[src/rtl/core/pip_pkg.sv]
// Package with request and result types, command and status groups, and codes.
package pip_pkg;

    // Coordinate width of vertices and query points (signed fixed point).
    localparam int COORD_WIDTH = 32;
    // Width of a coordinate difference and of a product of two differences.
    localparam int DIFF_WIDTH  = COORD_WIDTH + 1;
    localparam int PROD_WIDTH  = 2 * DIFF_WIDTH;

    // Request kinds.
    localparam logic [1:0] KIND_CLEAR  = 2'd0;
    localparam logic [1:0] KIND_APPEND = 2'd1;
    localparam logic [1:0] KIND_QUERY  = 2'd2;

    // Smallest polygon that a query walks.
    localparam int MIN_VERTICES = 3;

    // Input request payload.
    typedef struct packed {
        logic [1:0]                    kind;
        logic signed [COORD_WIDTH-1:0] coord_x;
        logic signed [COORD_WIDTH-1:0] coord_y;
    } t_req;

    // Result payload.
    typedef struct packed {
        logic hit;
        logic too_few_vertices;
        logic vertices_dropped;
    } t_res;

    // Commands from the controller to the datapath.
    typedef struct packed {
        logic clear;       // empty the vertex table
        logic append;      // store the request coordinates as a new vertex
        logic load_point;  // latch the query point and clear the accumulators
        logic rd_en;       // read one vertex from the table
        logic rd_edge;     // this read closes an edge with the previous one
        logic rd_pass;     // 0: boundary test, 1: ray crossing test
        logic res_load;    // load the result register
    } t_dp_cmd;

    // Status from the datapath to the controller.
    typedef struct packed {
        logic slot_free;   // the result register can take a new result
        logic few;         // fewer than three vertices are stored
    } t_dp_stat;

endpackage

[src/rtl/core/pip_ctrl.sv]
// Controller: accepts requests and sequences the boundary and ray edge walks of a query.
module pip_ctrl #(
    parameter int MAX_VERTICES = 64,
    parameter int AW = $clog2(MAX_VERTICES),
    parameter int CW = $clog2(MAX_VERTICES + 1)
) (
    input  logic             i_clk,
    input  logic             i_rst_n,
    input  logic             i_req_valid,
    input  logic [1:0]       i_req_kind,
    output logic             o_req_stall,
    input  logic [CW-1:0]    i_count,
    input  pip_pkg::t_dp_stat i_stat,
    output pip_pkg::t_dp_cmd o_cmd,
    output logic [AW-1:0]    o_rd_addr
);
    import pip_pkg::*;

    // Last value of the drain counter; the drain lets the last accumulator update land.
    localparam logic [1:0] DRAIN_LAST = 2'd2;

    typedef enum logic [3:0] {
        ST_IDLE  = 4'b0001,
        ST_WALK  = 4'b0010,
        ST_DRAIN = 4'b0100,
        ST_DONE  = 4'b1000
    } t_state;

    t_state        r_state, n_state;
    logic [CW-1:0] r_k, n_k;
    logic          r_pass, n_pass;
    logic [1:0]    r_drain, n_drain;

    // Requests are taken only between queries.
    assign o_req_stall = (r_state != ST_IDLE);

    // Read k fetches vertex k-1 and closes the edge from the vertex read before it; the first read primes vertex n-1.
    assign o_rd_addr = (r_k == '0) ? AW'(i_count - CW'(1)) : AW'(r_k - CW'(1));

    // Next state and commands.
    always_comb begin
        n_state = r_state;
        n_k     = r_k;
        n_pass  = r_pass;
        n_drain = r_drain;
        o_cmd   = '0;
        o_cmd.rd_pass = r_pass;
        unique case (r_state)
            ST_IDLE: begin
                if (i_req_valid) begin
                    unique case (i_req_kind)
                        KIND_CLEAR:  o_cmd.clear  = 1'b1;
                        KIND_APPEND: o_cmd.append = 1'b1;
                        KIND_QUERY: begin
                            o_cmd.load_point = 1'b1;
                            n_k    = '0;
                            n_pass = 1'b0;
                            n_state = i_stat.few ? ST_DONE : ST_WALK;
                        end
                        default: ;
                    endcase
                end
            end
            ST_WALK: begin
                o_cmd.rd_en   = 1'b1;
                o_cmd.rd_edge = (r_k != '0);
                if (r_k == i_count) begin
                    n_k = '0;
                    if (r_pass) begin
                        n_drain = '0;
                        n_state = ST_DRAIN;
                    end else begin
                        n_pass = 1'b1;
                    end
                end else begin
                    n_k = r_k + CW'(1);
                end
            end
            ST_DRAIN: begin
                n_drain = r_drain + 2'd1;
                if (r_drain == DRAIN_LAST) begin
                    n_state = ST_DONE;
                end
            end
            ST_DONE: begin
                if (i_stat.slot_free) begin
                    o_cmd.res_load = 1'b1;
                    n_state = ST_IDLE;
                end
            end
            default: n_state = ST_IDLE;
        endcase
    end

    // State registers.
    always_ff @(posedge i_clk) begin
        if (!i_rst_n) begin
            r_state <= ST_IDLE;
            r_k     <= '0;
            r_pass  <= 1'b0;
            r_drain <= '0;
        end else begin
            r_state <= n_state;
            r_k     <= n_k;
            r_pass  <= n_pass;
            r_drain <= n_drain;
        end
    end

endmodule

[config.mk]
export PLATFORM = sky130hd
export DESIGN_NAME = pip_ctrl
export DESIGN_NICKNAME = d
export VERILOG_FILES = /design/src/rtl/core/pip_pkg.sv /design/src/rtl/core/pip_ctrl.sv
export SDC_FILE = /design/constraint.sdc
export NUM_CORES = 1
export LEC_CHECK = 0
export ABC_AREA = 1
export BUFFER_PORTS_ARGS = -buffer_cell sky130_fd_sc_hd__buf_2
export CORE_MARGIN = 1.5
export CORE_UTILIZATION = 40
export DETAILED_ROUTE_END_ITERATION = 8
export PLACE_DENSITY = 0.74
export SLEW_MARGIN = 20
export SYNTH_ARGS = -nofsm -noshare
export SYNTH_HDL_FRONTEND = slang
export SYNTH_SLANG_ARGS = --single-unit
[constraint.sdc]
create_clock -name i_clk -period 2.05 [get_ports i_clk]
set_clock_uncertainty 0.2 [all_clocks]
set_input_delay 0.41 -clock i_clk [delete_from_list [all_inputs] [get_ports i_clk]]
set_output_delay 0.41 -clock i_clk [all_outputs]
set_load 0.005 [all_outputs]
==> summary.txt <==
Power
  – Power per standard cell area: between 900 and 1000 mW/mm2
  – Max rail drop VDD: about 0.37 mV
  – Cell internal power dissipation: between 0.8 and 0.9 mW
  – Part of the power in combinational logic: 0.628
  – Switching power summed over all nets: between 0.6 and 0.7 mW
  – Static Leakage: around 0.8 nW
  – Clock network power share: 0.137
  – Share of total power in sequential cells: 0.234
  – Switching fraction of total power: 0.4364

Critical path
  – Cells along the critical path: inv_2, ha_4, inv_2, nor2_4, nand3_4, inv_2, nand2_2, nand2_2, inv_2, ha_4, nand2_2, xnor2_1, buf_2
  – Instance count on the critical path: 13
  – Destination of the worst register-to-register timing path: r_k[3]$_SDFFE_PN0P_
  – Crit path arrival time: between 1.5 and 2 ns
  – End of the critical path: o_rd_addr[4]
  – Worst setup path category: reg2out
  – Peak per-stage delay on the critical path: 0.33 ns
  – Cell at the slowest stage of the critical path: sky130_fd_sc_hd__dfxtp_2
  – Buffers plus inverters on the worst setup path: 5
  – Startpoint of the lowest-slack register-to-register path: r_k[5]$_SDFFE_PN0P_
  – Critical-path maximum fanout: 7
  – Count of cells along the worst register-to-register path: 11
  – CP Launch Type: register
  – Cell type with the highest occurrence count on the critical path: sky130_fd_sc_hd__inv_2
  – Worst setup path startpoint: r_k[1]$_SDFFE_PN0P_
  – Category of cells accounting for the largest share of critical-path delay: simple AND/OR/NAND/NOR gates
  – Required time at the endpoint of the critical path: roughly 1.4 ns
  – Setup slack of the worst register-to-register path: 0.32 ns
  – Critical Path Sink Type: primary output

Synth
  – Synthesized area divided by synthesized cell count: ~6.6 um2
  – Distinct cells, synth: 28
  – Synthesized instance count: 180
  – Mapped cell area: between 0.001 and 0.0015 mm2
  – Top post-synthesis cells by area: sky130_fd_sc_hd__dfxtp_1 (23%), sky130_fd_sc_hd__nand2_1 (13%), sky130_fd_sc_hd__inv_1 (6.9%)
  – Proportion of synthesized chip area in sequential cells: 0.2348
  – Library cell with the largest summed area after synthesis: sky130_fd_sc_hd__dfxtp_1
  – Net Count, Synth: about 200
  – Number of synthesized register bits: 14
  – Area fraction of the dominant cell type after synthesis: 0.2348
  – Yosys warning count: 0

Timing
  – Fin crit share: 1.169
  – Unrepaired setup endpoints after global routing: yes
  – Tightest Pin Transition: roughly 0.27 ns
  – Setup violators final: 7
  – Min setup slack post-route: -0.3455 ns
  – Number of max-slew violations in the final report: 0
  – Achievable frequency: around 420 MHz
  – Final worst path period need: about 2.4 ns
  – Number of hold-slack violations in the final timing report: 0
  – Max transition margin: 0.8189

Clock network
  – Buffer levels on the longest clock path: 2
  – Worst-Skew Late Latency: 0.29 ns
  – TritonCTS Buffers: 3
  – Root Driver: sky130_fd_sc_hd__clkbuf_4
  – CTS clock-pin slew for the worst setup and hold paths: 0.09 ns
  – Sinks on Clock Net: 14
  – Max H-tree Level: 1
  – Number of buffers inserted by hold repair at cts: 0
  – TritonCTS clock tree: done

Placed design
  – HPWL after DPL: around 2.1 mm
  – Total of buffers placed on input and output ports: 27
  – Pre-CTS worst setup slack: -0.09049 ns
  – Gp weighted congestion: 0.8444

Layout
  – Commonest non-fill, non-tap cells in the layout: sky130_fd_sc_hd__nand2_1 (38), sky130_fd_sc_hd__buf_2 (26), sky130_fd_sc_hd__inv_1 (17)
  – Footprint of the flip-flops and latches: 282.8 um2
  – Area growth from synthesis to layout: 31.66%
  – Net count, final: 244
  – Most common cell after layout, fill and taps aside: sky130_fd_sc_hd__nand2_1
  – Diode count: 0
  – # fillers: approximately 290
  – Share of post-route cells with drive strength above 1: 0.4178
  – Area used by multi-input combinational logic: 837.1 um2
  – Post-Route Utilization: 0.5602

Floorplanning
  – Chip height: between 50 and 60 um
  – Initial standard-cell utilization of the core: 0.4255
  – Core region area: 0.002805 mm2
  – Total die area: 0.003321 mm2
  – Floorplan row count: 19
  – Number of placed I/O pins: 28
  – Die extent in x: 57.63 um

Hold path
  – Hold/Removal Path Class: in2reg
  – Min-Delay Startpoint: i_rst_n

GRT
  – Remaining global-route overflow: 0
  – Global-route wire length before repair: 4.416 mm
  – Vias in the first global route: 1017
  – Maximum number of pins on one net before global-route repair: 9
  – Initial antenna violation count: 0
  – Total routing resource utilization after global routing: 0.1671

Drt
  – DRC marker count from the first detailed-route iteration: 37
  – Antenna viol nets, final: 0
  – Vias per std cell: around 4.8
  – Average wire per standard cell: approximately 10 um
  – DRC violations left: 4
  – Total iterations of the first detailed-routing run: 6
  – Via count: 1219
  – Total length of routed wires: between 2 and 3 mm

Run
  – Max cap viols: 0

Outcome
  – Outcome: finished, violations left
  – Failing checks: design-rule violations, negative setup slack
-- registers in the layout, indices dropped and copies added (netlist names) --
signal / count
r_drain: 2
r_k: 7
r_pass: 1
r_state: 4
-- cell usage after synthesis --
master / number
sky130_fd_sc_hd__nand2_1: 42
sky130_fd_sc_hd__inv_1: 22
sky130_fd_sc_hd__nor2_1: 17
sky130_fd_sc_hd__dfxtp_1: 14
sky130_fd_sc_hd__nand3_1: 14
sky130_fd_sc_hd__a21oi_1: 9
sky130_fd_sc_hd__inv_2: 6
sky130_fd_sc_hd__xor2_1: 6
sky130_fd_sc_hd__nand3_2: 5
sky130_fd_sc_hd__o21ai_1: 5
sky130_fd_sc_hd__ha_1: 4
sky130_fd_sc_hd__nand2_2: 4
sky130_fd_sc_hd__nand2_4: 4
sky130_fd_sc_hd__nor2_2: 4
sky130_fd_sc_hd__nor3_1: 3
sky130_fd_sc_hd__o21ai_2: 3
sky130_fd_sc_hd__xnor2_1: 3
sky130_fd_sc_hd__buf_4: 2
sky130_fd_sc_hd__nand3_4: 2
sky130_fd_sc_hd__nand4_1: 2
sky130_fd_sc_hd__nor2_4: 2
sky130_fd_sc_hd__a21o_1: 1
sky130_fd_sc_hd__inv_4: 1
sky130_fd_sc_hd__nor4_1: 1
sky130_fd_sc_hd__o21ai_0: 1
sky130_fd_sc_hd__or2_1: 1
sky130_fd_sc_hd__or2_2: 1
sky130_fd_sc_hd__or2_4: 1
-- timing repair --
item / 4_1_cts / 5_1_grt
buffers inserted: 2 / 0
endpoints found under the setup margin: 7 / 7
cloned: 0 / 0
resized for setup: 5 / 4
pin swaps: 4 / 1
-- per-stage QoR --
step / cells / cell area, um2 / total power [mW] / hold slack, ns / setup TNS (ns)
2_1_floorplan: 180 / 1226 / 0.9465 / 0.2427 / -0.005684
3_3_place_gp: 250 / 1490 / 1.196 / 0.2549 / -0.08145
3_5_place_dp: 250 / 1490 / 1.204 / 0.2599 / -0.2140
4_1_cts: 256 / 1564 / 1.457 / 0.1511 / -1.701
5_1_grt: 256 / 1572 / 1.599 / 0.1371 / -2.487
6_report: 256 / 1572 / 1.466 / 0.1538 / -1.623
-- how the worst min path moves through the flow --
stage	end	slack (ns)	cells after the start
floorplan	r_drain[1]$_SDFFE_PN0P_	0.24	2
CTS	r_state[0]$_SDFFE_PN1P_	0.15	2
global placement	r_drain[1]$_SDFFE_PN0P_	0.25	2
finish	r_state[0]$_SDFFE_PN1P_	0.15	2
detailed placement	r_drain[1]$_SDFFE_PN0P_	0.26	2
global route	r_state[0]$_SDFFE_PN1P_	0.14	2
-- routing by layer --
layer / track usage / part of all wire / vias up
li1: - / - / 657
met3: 0.04018 / 0.047 / 2
met1: 0.2358 / 0.48 / 535
met5: 0 / 0 / -
met2: 0.2630 / 0.46 / 25
met4: 0.02990 / 0.0064 / 0
-- layout make-up --
cell class / instances / share of cell area
Sequential cell: 14 / 0.1799
Multi-Input combinational cell: 135 / 0.5326
Clock buffer: 4 / 0.02309
Inverter: 29 / 0.07086
Timing Repair Buffer: 43 / 0.1688
Tap cell: 31 / 0.02468
-- logic make-up after synthesis --
kind of cell / after synthesis / synth area share
AO/OA/AOI/OAI: 19 / 0.09119
XOR/XNOR: 9 / 0.06604
adder cells (fa/ha/maj): 4 / 0.04193
buffers and inverters: 31 / 0.1059
flip-flops: 14 / 0.2348
AND/OR/NAND/NOR: 103 / 0.4602
-- worst reg2reg max path: stages (launching register included) --
cell	delay (ns)
sky130_fd_sc_hd__dfxtp_1	0.32
sky130_fd_sc_hd__buf_4	0.15
sky130_fd_sc_hd__inv_1	0.09
sky130_fd_sc_hd__nand2_1	0.06
sky130_fd_sc_hd__nand2_1	0.05
sky130_fd_sc_hd__nand2_1	0.06
sky130_fd_sc_hd__nor2_1	0.18
sky130_fd_sc_hd__nand2_2	0.12
sky130_fd_sc_hd__nand2_4	0.11
sky130_fd_sc_hd__nand3_2	0.09
sky130_fd_sc_hd__nand2_2	0.13
sky130_fd_sc_hd__nor2_1	0.06
-- power by group through the flow --
stage | Sequential, mW | Combinational [mW] | Clock [mW]
after detailed placement | 0.350 | 0.855 | 0
after global routing | 0.349 | 1.03 | 0.223
after CTS | 0.344 | 0.909 | 0.204
after global placement | 0.348 | 0.848 | 0
final | 0.344 | 0.922 | 0.201
after floorplan | 0.349 | 0.597 | 0
Power figures use the tool's default switching activity.
